File: src/sv/ntf_pkg.sv
// ----------------------------------------------------------------------------
// ntf_pkg: shared types and constants for the number-to-text formatter
// Format codes, controller states, ASCII constants and the per-cycle helper
// functions for bit-serial binary-to-BCD conversion and digit glyph lookup.
// ----------------------------------------------------------------------------
package ntf_pkg;

    localparam int VALUE_W    = 32;
    localparam int COLOR_W    = 8;
    localparam int CHAR_W     = 8;
    localparam int OP_W       = 2;
    localparam int NUM_DEC    = 10;            // decimal digits of a 32-bit value
    localparam int NUM_HEX    = 8;             // hex digits of a 32-bit value
    localparam int DIG_W      = 4 * NUM_DEC;   // digit shift register width
    localparam int CNT_W      = 4;             // holds 1..NUM_DEC
    localparam int BIT_CNT_W  = 5;             // indexes the 32 value bits

    localparam logic [OP_W-1:0] OP_UDEC = 2'd0;
    localparam logic [OP_W-1:0] OP_SDEC = 2'd1;
    localparam logic [OP_W-1:0] OP_HEX  = 2'd2;

    localparam logic [CHAR_W-1:0] CHAR_ZERO  = 8'h30;  // '0'
    localparam logic [CHAR_W-1:0] CHAR_UPPER = 8'h41;  // 'A'
    localparam logic [CHAR_W-1:0] CHAR_MINUS = 8'h2D;  // '-'
    localparam logic [CHAR_W-1:0] CHAR_X     = 8'h78;  // 'x'

    typedef enum logic [2:0] {
        ST_IDLE,
        ST_CONV,
        ST_SIGN,
        ST_HEX0,
        ST_HEXX,
        ST_SKIP,
        ST_EMIT
    } state_t;

    // One double-dabble step: correct each BCD digit, then shift in the next bit.
    function automatic logic [DIG_W-1:0] dabble_step(input logic [DIG_W-1:0] d,
                                                    input logic b);
        logic [DIG_W-1:0] t;
        t = d;
        for (int i = 0; i < NUM_DEC; i++) begin
            if (t[4*i +: 4] >= 4'd5) begin
                t[4*i +: 4] = t[4*i +: 4] + 4'd3;
            end
        end
        return {t[DIG_W-2:0], b};
    endfunction

    // Uppercase hex / decimal glyph for one digit.
    function automatic logic [CHAR_W-1:0] digit_glyph(input logic [3:0] d);
        logic [CHAR_W-1:0] g;
        if (d < 4'd10) begin
            g = CHAR_ZERO + {4'd0, d};
        end
        else begin
            g = CHAR_UPPER + {4'd0, d - 4'd10};
        end
        return g;
    endfunction

endpackage

File: src/sv/number_to_text_formatter.sv
// ----------------------------------------------------------------------------
// number_to_text_formatter: 32-bit value to a run of ASCII text cells
// Bit-serial binary-to-decimal conversion and serial digit emission.
// ----------------------------------------------------------------------------
// Usage:
//   s_axis carries one item: tdata holds value and color, tuser the format
//   (unsigned decimal, signed decimal, or hex with a "0x" prefix).
//   m_axis returns one text cell per item: tdata holds the ASCII character
//   and the attribute byte, tlast marks the final cell of a run.
//   Runs hold 1 to 11 cells, most significant character first.
// Sequence:
//   Decimal formats shift the value through a double-dabble BCD register one
//   bit per cycle. Hex skips that pass. Leading zero digits are then
//   dropped at one per cycle, the controller enters emission, and each
//   remaining digit passes through the output register. s_axis_tready is
//   high only between runs.
// Reset and stall:
//   rst_n clears the controller and the output valid flag. When the receiver
//   holds m_axis_tready low the current cell stays in the output register
//   and the controller waits before loading the next cell.
// ----------------------------------------------------------------------------
module number_to_text_formatter
(
    input  logic        clk,
    input  logic        rst_n,

    input  logic        s_axis_tvalid,
    output logic        s_axis_tready,
    input  logic [39:0] s_axis_tdata,   // [31:0] value, [39:32] color
    input  logic [1:0]  s_axis_tuser,   // [1:0] operation

    output logic        m_axis_tvalid,
    input  logic        m_axis_tready,
    output logic [15:0] m_axis_tdata,   // [7:0] character, [15:8] attribute
    output logic        m_axis_tlast
);

    ntf_pkg::state_t state_reg, state_next;

    logic [ntf_pkg::VALUE_W-1:0]   bin_reg,   bin_next;
    logic [ntf_pkg::DIG_W-1:0]     dig_reg,   dig_next;
    logic [ntf_pkg::CNT_W-1:0]     cnt_reg,   cnt_next;
    logic [ntf_pkg::BIT_CNT_W-1:0] bit_reg,   bit_next;
    logic                          neg_reg,   neg_next;
    logic [ntf_pkg::COLOR_W-1:0]   color_reg, color_next;

    logic                          out_valid_reg, out_valid_next;
    logic [ntf_pkg::CHAR_W-1:0]    out_char_reg,  out_char_next;
    logic [ntf_pkg::COLOR_W-1:0]   out_attr_reg,  out_attr_next;
    logic                          out_last_reg,  out_last_next;

    logic                          out_free;
    logic                          in_accept;
    logic [ntf_pkg::VALUE_W-1:0]   in_value;
    logic                          in_neg;
    logic [3:0]                    top_digit;

    assign out_free  = !out_valid_reg || m_axis_tready;
    assign in_value  = s_axis_tdata[ntf_pkg::VALUE_W-1:0];
    assign in_neg    = (s_axis_tuser == ntf_pkg::OP_SDEC) && in_value[ntf_pkg::VALUE_W-1];
    assign top_digit = dig_reg[ntf_pkg::DIG_W-1 -: 4];

    assign s_axis_tready = (state_reg == ntf_pkg::ST_IDLE);
    assign in_accept     = s_axis_tvalid && s_axis_tready;

    assign m_axis_tvalid = out_valid_reg;
    assign m_axis_tdata  = {out_attr_reg, out_char_reg};
    assign m_axis_tlast  = out_last_reg;

    always_ff @(posedge clk or negedge rst_n)
    begin
        if (!rst_n)
        begin
            state_reg     <= ntf_pkg::ST_IDLE;
            out_valid_reg <= 1'b0;
        end
        else
        begin
            state_reg     <= state_next;
            out_valid_reg <= out_valid_next;
        end
    end

    always_ff @(posedge clk)
    begin
        bin_reg      <= bin_next;
        dig_reg      <= dig_next;
        cnt_reg      <= cnt_next;
        bit_reg      <= bit_next;
        neg_reg      <= neg_next;
        color_reg    <= color_next;
        out_char_reg <= out_char_next;
        out_attr_reg <= out_attr_next;
        out_last_reg <= out_last_next;
    end

    always_comb
    begin
        state_next     = state_reg;
        bin_next       = bin_reg;
        dig_next       = dig_reg;
        cnt_next       = cnt_reg;
        bit_next       = bit_reg;
        neg_next       = neg_reg;
        color_next     = color_reg;
        out_char_next  = out_char_reg;
        out_attr_next  = out_attr_reg;
        out_last_next  = out_last_reg;
        out_valid_next = out_valid_reg && !m_axis_tready;

        unique case (state_reg)
            ntf_pkg::ST_IDLE:
            begin
                if (in_accept)
                begin
                    color_next = s_axis_tdata[ntf_pkg::VALUE_W +: ntf_pkg::COLOR_W];
                    neg_next   = in_neg;
                    bit_next   = ntf_pkg::BIT_CNT_W'(ntf_pkg::VALUE_W - 1);
                    if (s_axis_tuser == ntf_pkg::OP_HEX)
                    begin
                        // Hex digits are the value's nibbles; load them at the top.
                        dig_next   = {in_value, {(ntf_pkg::DIG_W - ntf_pkg::VALUE_W){1'b0}}};
                        cnt_next   = ntf_pkg::CNT_W'(ntf_pkg::NUM_HEX);
                        state_next = ntf_pkg::ST_HEX0;
                    end
                    else
                    begin
                        bin_next   = in_neg ? (~in_value + ntf_pkg::VALUE_W'(1)) : in_value;
                        dig_next   = '0;
                        cnt_next   = ntf_pkg::CNT_W'(ntf_pkg::NUM_DEC);
                        state_next = ntf_pkg::ST_CONV;
                    end
                end
            end

            ntf_pkg::ST_CONV:
            begin
                dig_next = ntf_pkg::dabble_step(dig_reg, bin_reg[ntf_pkg::VALUE_W-1]);
                bin_next = {bin_reg[ntf_pkg::VALUE_W-2:0], 1'b0};
                bit_next = bit_reg - ntf_pkg::BIT_CNT_W'(1);
                if (bit_reg == '0)
                begin
                    state_next = neg_reg ? ntf_pkg::ST_SIGN : ntf_pkg::ST_SKIP;
                end
            end

            ntf_pkg::ST_SIGN:
            begin
                if (out_free)
                begin
                    out_valid_next = 1'b1;
                    out_char_next  = ntf_pkg::CHAR_MINUS;
                    out_attr_next  = color_reg;
                    out_last_next  = 1'b0;
                    state_next     = ntf_pkg::ST_SKIP;
                end
            end

            ntf_pkg::ST_HEX0:
            begin
                if (out_free)
                begin
                    out_valid_next = 1'b1;
                    out_char_next  = ntf_pkg::CHAR_ZERO;
                    out_attr_next  = color_reg;
                    out_last_next  = 1'b0;
                    state_next     = ntf_pkg::ST_HEXX;
                end
            end

            ntf_pkg::ST_HEXX:
            begin
                if (out_free)
                begin
                    out_valid_next = 1'b1;
                    out_char_next  = ntf_pkg::CHAR_X;
                    out_attr_next  = color_reg;
                    out_last_next  = 1'b0;
                    state_next     = ntf_pkg::ST_SKIP;
                end
            end

            ntf_pkg::ST_SKIP:
            begin
                // Drop leading zero digits, keeping at least one.
                if (top_digit == 4'd0 && cnt_reg != ntf_pkg::CNT_W'(1))
                begin
                    dig_next = {dig_reg[ntf_pkg::DIG_W-5:0], 4'd0};
                    cnt_next = cnt_reg - ntf_pkg::CNT_W'(1);
                end
                else
                begin
                    state_next = ntf_pkg::ST_EMIT;
                end
            end

            ntf_pkg::ST_EMIT:
            begin
                if (out_free)
                begin
                    out_valid_next = 1'b1;
                    out_char_next  = ntf_pkg::digit_glyph(top_digit);
                    out_attr_next  = color_reg;
                    out_last_next  = (cnt_reg == ntf_pkg::CNT_W'(1));
                    dig_next       = {dig_reg[ntf_pkg::DIG_W-5:0], 4'd0};
                    cnt_next       = cnt_reg - ntf_pkg::CNT_W'(1);
                    if (cnt_reg == ntf_pkg::CNT_W'(1))
                    begin
                        state_next = ntf_pkg::ST_IDLE;
                    end
                end
            end

            default:
            begin
                state_next = ntf_pkg::ST_IDLE;
            end
        endcase
    end

endmodule
File: config.mk
export PLATFORM = sky130hd
export DESIGN_NAME = number_to_text_formatter
export DESIGN_NICKNAME = d
export VERILOG_FILES = /design/src/sv/ntf_pkg.sv /design/src/sv/number_to_text_formatter.sv
export SDC_FILE = /design/constraint.sdc
export NUM_CORES = 1
export LEC_CHECK = 0
export ABC_AREA = 0
export BUFFER_PORTS_ARGS = -buffer_cell sky130_fd_sc_hd__buf_2
export CAP_MARGIN = 5
export CORE_MARGIN = 3
export CORE_UTILIZATION = 48
export DETAILED_ROUTE_END_ITERATION = 12
export PLACE_DENSITY = 0.63
export SLEW_MARGIN = 10
export SYNTH_ARGS = -nofsm -noshare
export SYNTH_HDL_FRONTEND = slang
export SYNTH_SLANG_ARGS = --single-unit
export TNS_END_PERCENT = 50
File: constraint.sdc
create_clock -name clk -period 4 [get_ports clk]
set_input_delay 0.2 -clock clk [delete_from_list [all_inputs] [get_ports clk]]
set_output_delay 0.2 -clock clk [all_outputs]
set_load 0.05 [all_outputs]
==> results of run 1 <==
==> layout by cell type, fill, tap and decap left out, drive strengths merged, types with 5 or more instances in the layout <==
cell | Yosys | layout
a22oi | 23 | 23
clkbuf | 21 | 9
o21ai | 70 | 70
o31ai | 10 | 10
nand2 | 65 | 65
xor2 | 20 | 20
xnor2 | 28 | 28
buf | 12 | 71
a221o | 10 | 10
edfxtp | 106 | 106
inv | 32 | 39
nor2 | 62 | 62
and2 | 5 | 5
nor4 | 7 | 7
nor3b | 10 | 10
dlygate4sd3 | 0 | 9
and3 | 5 | 5
nand2b | 14 | 14
nor3 | 9 | 9
a21oi | 61 | 61
ha | 28 | 28
a31oi | 8 | 8
==> routing by layer <==
layer,wire length (um),vias to the layer above,share of wire (%),GRT usage [%]
li1,-,2488,-,-
met5,0,-,0,0
met3,754,20,4.9,2.90
met2,7310,133,47,34.1
met4,364,0,2.4,10.1
met1,7010,2425,45,29.7
==> cells by family after synthesis <==
logic type,Yosys count,share of synthesized area [%]
buf+inv,65,4.08
mux,3,0.460
compound gates,196,18.0
other cells,1,0.0574
simple gates,200,15.3
fa+ha+maj,28,5.37
xor+xnor,48,6.44
flops,110,50.3
==> path summary, 6_finish.rpt <==
kind / start / end / slack (ps) / cells past startpoint
setup / recovery: state_reg[1] / dig_reg[31] / 1360 / 5
hold / removal: rst_n / state_reg[0] / 180 / 2
setup reg to reg: state_reg[1] / dig_reg[31] / 1360 / 5
hold reg to reg: color_reg[4] / out_attr_reg[4] / 420 / 0
max in group asynchronous: rst_n / m_axis_tvalid / 3680 / 2
min in group clk: s_axis_tdata[31] / dig_reg[39] / 190 / 2
==> worst reg2reg max path: cells and delay by family, from the launching register on <==
kind | cells | cell delay [ps]
and+or+nand+nor | 2 | 920
DFF | 1 | 690
buffers and inverters | 1 | 420
AOI/OAI and AO/OA | 2 | 380
==> cell type report <==
class | count | area, um^2
sequential | 110 | 3280
inverter | 32 | 120
fill | 1114 | 5590
multi-input combinational | 476 | 3010
clock inverter | 7 | 68.8
tap | 172 | 215
clock buffer | 9 | 225
timing repair buffer | 80 | 465
==> timing repair <==
item                      4_1_cts  5_1_grt
hold buffers                    7        2
resized for setup               0        0
hold endpoints to repair       10        2
==> power groups by stage <==
| stage | logic [uW] | clock network (uW) | registers (uW) |
|---|---|---|---|
| floorplan | 1800 | 0 | 2510 |
| global placement | 2490 | 0 | 2410 |
| detailed placement | 2570 | 0 | 2420 |
| CTS | 2580 | 940 | 2400 |
| global route | 2890 | 991 | 2490 |
| finish | 2560 | 913 | 2410 |
==> metrics by stage <==
stage / util, % / total power, uW / hold slack, ps / cells
global route: 56.9 / 6370 / 206 / 886
finish: 56.9 / 5890 / 184 / 886
floorplan: - / 4320 / -95.6 / 651
global placement: 53.9 / 4890 / 15.1 / 861
detailed placement: 53.9 / 4990 / 11.4 / 861
CTS: 56.8 / 5920 / 0.160 / 884
==> metrics.csv, run 1 <==
metric,value,unit
maximum buffer depth of the clock tree,2,
Max-slew headroom,53.3,%
row cnt,41,
Post-synth top flop,edfxtp_1,
required time worst endpoint,4120,ps
mapped cell area,6530,um^2
Worst Path Max Fanout,31,
Die H,123,um
TritonRoute pass-1 iters,4,
# IOs,65,
sw frac,43.2,%
Setup WS pre-CTS,1380,ps
die width,123,um
"critical path, cell by cell",nand2b_1 -> nand2b_2 -> buf_4 -> a21oi_1 -> a221o_2,
Synth cell types,55,
Routed Antenna Nets,0,
Syn Inst Count,651,
Hold Crit Class,in2async,
first-pass GRT wire length,25100,um
Nets,783,
Crit path max-delay family,simple AND/OR/NAND/NOR gates,
drt wl/cell,17.4,um
Setup Viol. Count Final,0,
# port buffers,63,
Fmax,0.379,GHz
clk_lat worst skew,370,ps
H-tree levels,3,
CTS sink cnt,110,
Num CTS Buffers,9,
"area leader, netlist",edfxtp_1,
vias in the first global route,5021,
Setup crit end kind,register,
final count of hold timing violations,0,
Post-synth EDFFs,106,
power share of the combinational group,43.6,%
gr usage total,21.6,%
worst ir drop on vdd,0.340,mV
share of the synthesized area in the top cell type,48.8,%
RSZ-0062 raised after global routing,false,
max-cap violation count,0,
setup_tns,0,ps
"Buf+Inv Stages, Crit Path",1,
post-route worst setup slack,1360,ps
Post-synth top cells,"edfxtp_1, o21ai_0, nand2_1",
design area,7390,um^2
sequential share of power,40.9,%
Area Overhead vs Synth,13.1,%
CTS tree,built,
Root Buffer,clkbuf_16,
Clock Skew,12.0,ps
# Post-CTS Setup Buffers,0,
DP HPWL,10700,um
"Arr. time, crit path",2760,ps
Die ar.,15000,um^2
vias per cell,5.72,
Total Routed Length,15400,um
worst-margin pin slew,698,ps
initial core utilization,50.3,%
syn_nets,725,
CP max stage delay,690,ps
largest net degree at the start of global routing,41,
status,"finished, final reports clean",
GPL Wtd Cong,0.852,
layout cells sized above 1,14.6,%
Post-Place Cell Area,7000,um^2
Synth Warn #,0,
"Reg clk slew, reported paths",80,ps
Critical-path top delay cell,dfrtp_1,
async set-or-reset flop fraction in the synthesized netlist,3.64,%
Net Sw Power,2540,uW
antenna cells,0,
internal power,3340,uW
pwr dens,797,nW/um^2
"Slew Viols, Final",0,
Period minus WS final,2640,ps
part of the cycle the worst path needs,66.0,%
Seq cells post-synth,110,
initial antenna violation count,0,
max reg flops,40,
register area share after synthesis,50.3,%
clock network fraction of total power,15.5,%
initial DRC count,446,
Lkg Pwr,0.00269,uW
Core Area,13000,um^2
Syn Area/Cell,10.0,um^2
grt ovf,0,
DR vias,5066,
Setup crit start kind,register,
Crit Path Category,reg2reg,
most frequent cell after synthesis,edfxtp_1,
drc violations,0,
synth top area cells,"edfxtp_1, ha_1, o21ai_0",
Power figures use the tool's default switching activity.
==> run 2: changes to the inputs <==
Clock period 4 ns to 2.7 ns, I/O delays scaled along.
==> run 2 against run 1 <==
Sequential share of layout area is 0.47 points lower; first-iteration DRC count grew 19%; sequential cell count unchanged; wire length rose by 0.80%; register-to-register slack worse by 770 ps; core utilization increased by 0.61 points; maximum frequency rose by 25%; final cell count up 0.68%; critical path depth grew 2.
==> metrics.csv, run 2 (synthesized netlist as in run 1, its figures left out) <==
metric,value,unit,change
status,"finished, final reports clean",,
most frequent cells in the layout,"edfxtp_1, o21ai_0, nand2_1, buf_2, a21oi_1",,
Die H,123,um,unchanged
Levels on crit path,7,,+2
Die ar.,15000,um^2,unchanged
post-route worst setup slack,584,ps,-774 ps
max-cap violation count,0,,unchanged
Num CTS Buffers,9,,unchanged
Root Buffer,clkbuf_16,,
"critical path, cell by cell",ha_1 -> or3b_1 -> and3_1 -> nand2_1 -> a21o_1 -> a21oi_4 -> buf_12,,
# port buffers,63,,unchanged
"Slew Viols, Final",0,,unchanged
Worst Path Max Fanout,40,,+29%
Crit path max-delay family,simple AND/OR/NAND/NOR gates,,
largest net degree at the start of global routing,41,,unchanged
max reg flops,40,,unchanged
clk_lat worst skew,360,ps,about the same
Critical-path top delay cell,edfxtp_1,,
CTS tree,built,,
Lkg Pwr,0.00272,uW,+1.5%
row cnt,41,,unchanged
Critical Path End,dig_reg[14],,
Fmax,0.473,GHz,+25%
worst reg2reg path depth,7,,+2
Hold Crit Class,in2async,,
final count of hold timing violations,0,,unchanged
Setup WS pre-CTS,466,ps,-913 ps
initial DRC count,530,,+19%
H-tree levels,3,,unchanged
drt wl/cell,17.4,um,+0.13%
required time worst endpoint,2750,ps,-1370 ps
pwr dens,1190,nW/um^2,+50%
worst ir drop on vdd,0.560,mV,+65%
DR vias,5138,,+1.4%
RSZ-0062 raised after global routing,false,,
CTS sink cnt,110,,unchanged
die width,123,um,unchanged
TritonRoute pass-1 iters,5,,+1
antenna cells,0,,unchanged
reg-to-reg endpoint,dig_reg[14],,
Period minus WS final,2120,ps,-526 ps
register-to-register setup slack,580,ps,-770 ps
# Post-CTS Setup Buffers,0,,unchanged
maximum buffer depth of the clock tree,2,,unchanged
Setup Viol. Count Final,0,,unchanged
Setup crit start kind,register,,
vias in the first global route,4898,,-2.4%
Crit Path Category,reg2reg,,
initial core utilization,50.3,%,unchanged
"Arr. time, crit path",2160,ps,-600 ps
Clock Skew,9.67,ps,-2.35 ps
Area Overhead vs Synth,14.3,%,
setup_tns,0,ps,unchanged
# IOs,65,,unchanged
"Buf+Inv Stages, Crit Path",1,,unchanged
drc violations,0,,unchanged
Core Area,13000,um^2,unchanged
part of the cycle the worst path needs,78.4,%,+12 points
Total Routed Length,15600,um,+0.80%
worst-margin pin slew,753,ps,+55.3 ps
Max-slew headroom,49.8,%,-3.5 points
worst r2r src,cnt_reg[0],,
Setup crit end kind,register,,
CP Launch Point,cnt_reg[0],,
DP HPWL,11000,um,+3.2%
GPL Wtd Cong,0.894,,+5.0%
vias per cell,5.76,,+0.74%
Routed Antenna Nets,0,,unchanged
layout cells sized above 1,15.3,%,+0.71 points
first-pass GRT wire length,25100,um,about the same
Nets,789,,+0.77%
CP max stage delay,420,ps,-270 ps
CTS resizes,0,,unchanged
grt ovf,0,,unchanged
initial antenna violation count,0,,unchanged
"most common cell after layout, fill and taps aside",edfxtp_1,,
"Reg clk slew, reported paths",80,ps,about the same
gr usage total,21.7,%,+0.078 points
[run 2: cell count changes in the layout (fill, tap and decap cells not counted)]
cell / delta
buf_4: +5
clkinv_8: +1
bufinv_16: +1
buf_12: +1
inv_8: -3
clkinv_4: +1
[run 2: power by group]
part / switching, uW / leakage, uW / internal, uW
registers: 533 / 0.00103 / 2950
clock network: 679 / 0.000154 / 744
logic: 2560 / 0.00154 / 1440
[run 2: routing by layer]
layer / global-route usage [%] / part of all wire, % / vias up
met5: 0 / 0 / -
met4: 8.05 / 1.7 / 0
met3: 3.00 / 4.4 / 16
met2: 34.4 / 48 / 147
met1: 30.5 / 46 / 2476
li1: - / - / 2499
[run 2: worst min-delay path by stage]
stage | cells past startpoint | endpoint | start
6_report | 2 | state_reg[2] | rst_n
5_1_grt | 2 | state_reg[1] | rst_n
4_1_cts | 2 | state_reg[2] | rst_n
3_5_place_dp | 1 | state_reg[2] | rst_n
3_3_place_gp | 1 | state_reg[2] | rst_n
2_1_floorplan | 0 | m_axis_tvalid | rst_n
[run 2: repair_timing]
action                                 4_1_cts  5_1_grt
hold buffers                                 9        0
setup endpoints to repair                    0        0
endpoints found under the hold margin       12        0
[run 2: stage by stage]
stage	hold WS [ps]	std cells	utilization (%)	total power (uW)	area (um^2)
after floorplan	-161	651	-	6390	6540
after global placement	-47.3	867	54.4	7360	7060
after detailed placement	-42.1	867	54.4	7500	7060
after CTS	89.8	892	57.5	8950	7460
after global routing	119	892	57.5	9580	7460
final	98.9	892	57.5	8900	7460
[run 2: cell type report]
class | count | area [um^2]
clock inverters | 7 | 90.1
inverters | 32 | 120
well taps | 172 | 215
fillers | 1111 | 5510
clock buffers | 9 | 225
repair buffers | 86 | 523
flip-flops and latches | 110 | 3280
multi-input cells | 476 | 3010
[run 2: worst reg2reg max path, stage by stage (launching register included)]
cell      delay [ps]
edfxtp_1         420
ha_1             210
or3b_1           250
and3_1           210
nand2_1           60
a21o_1           210
a21oi_4          170
buf_12           250
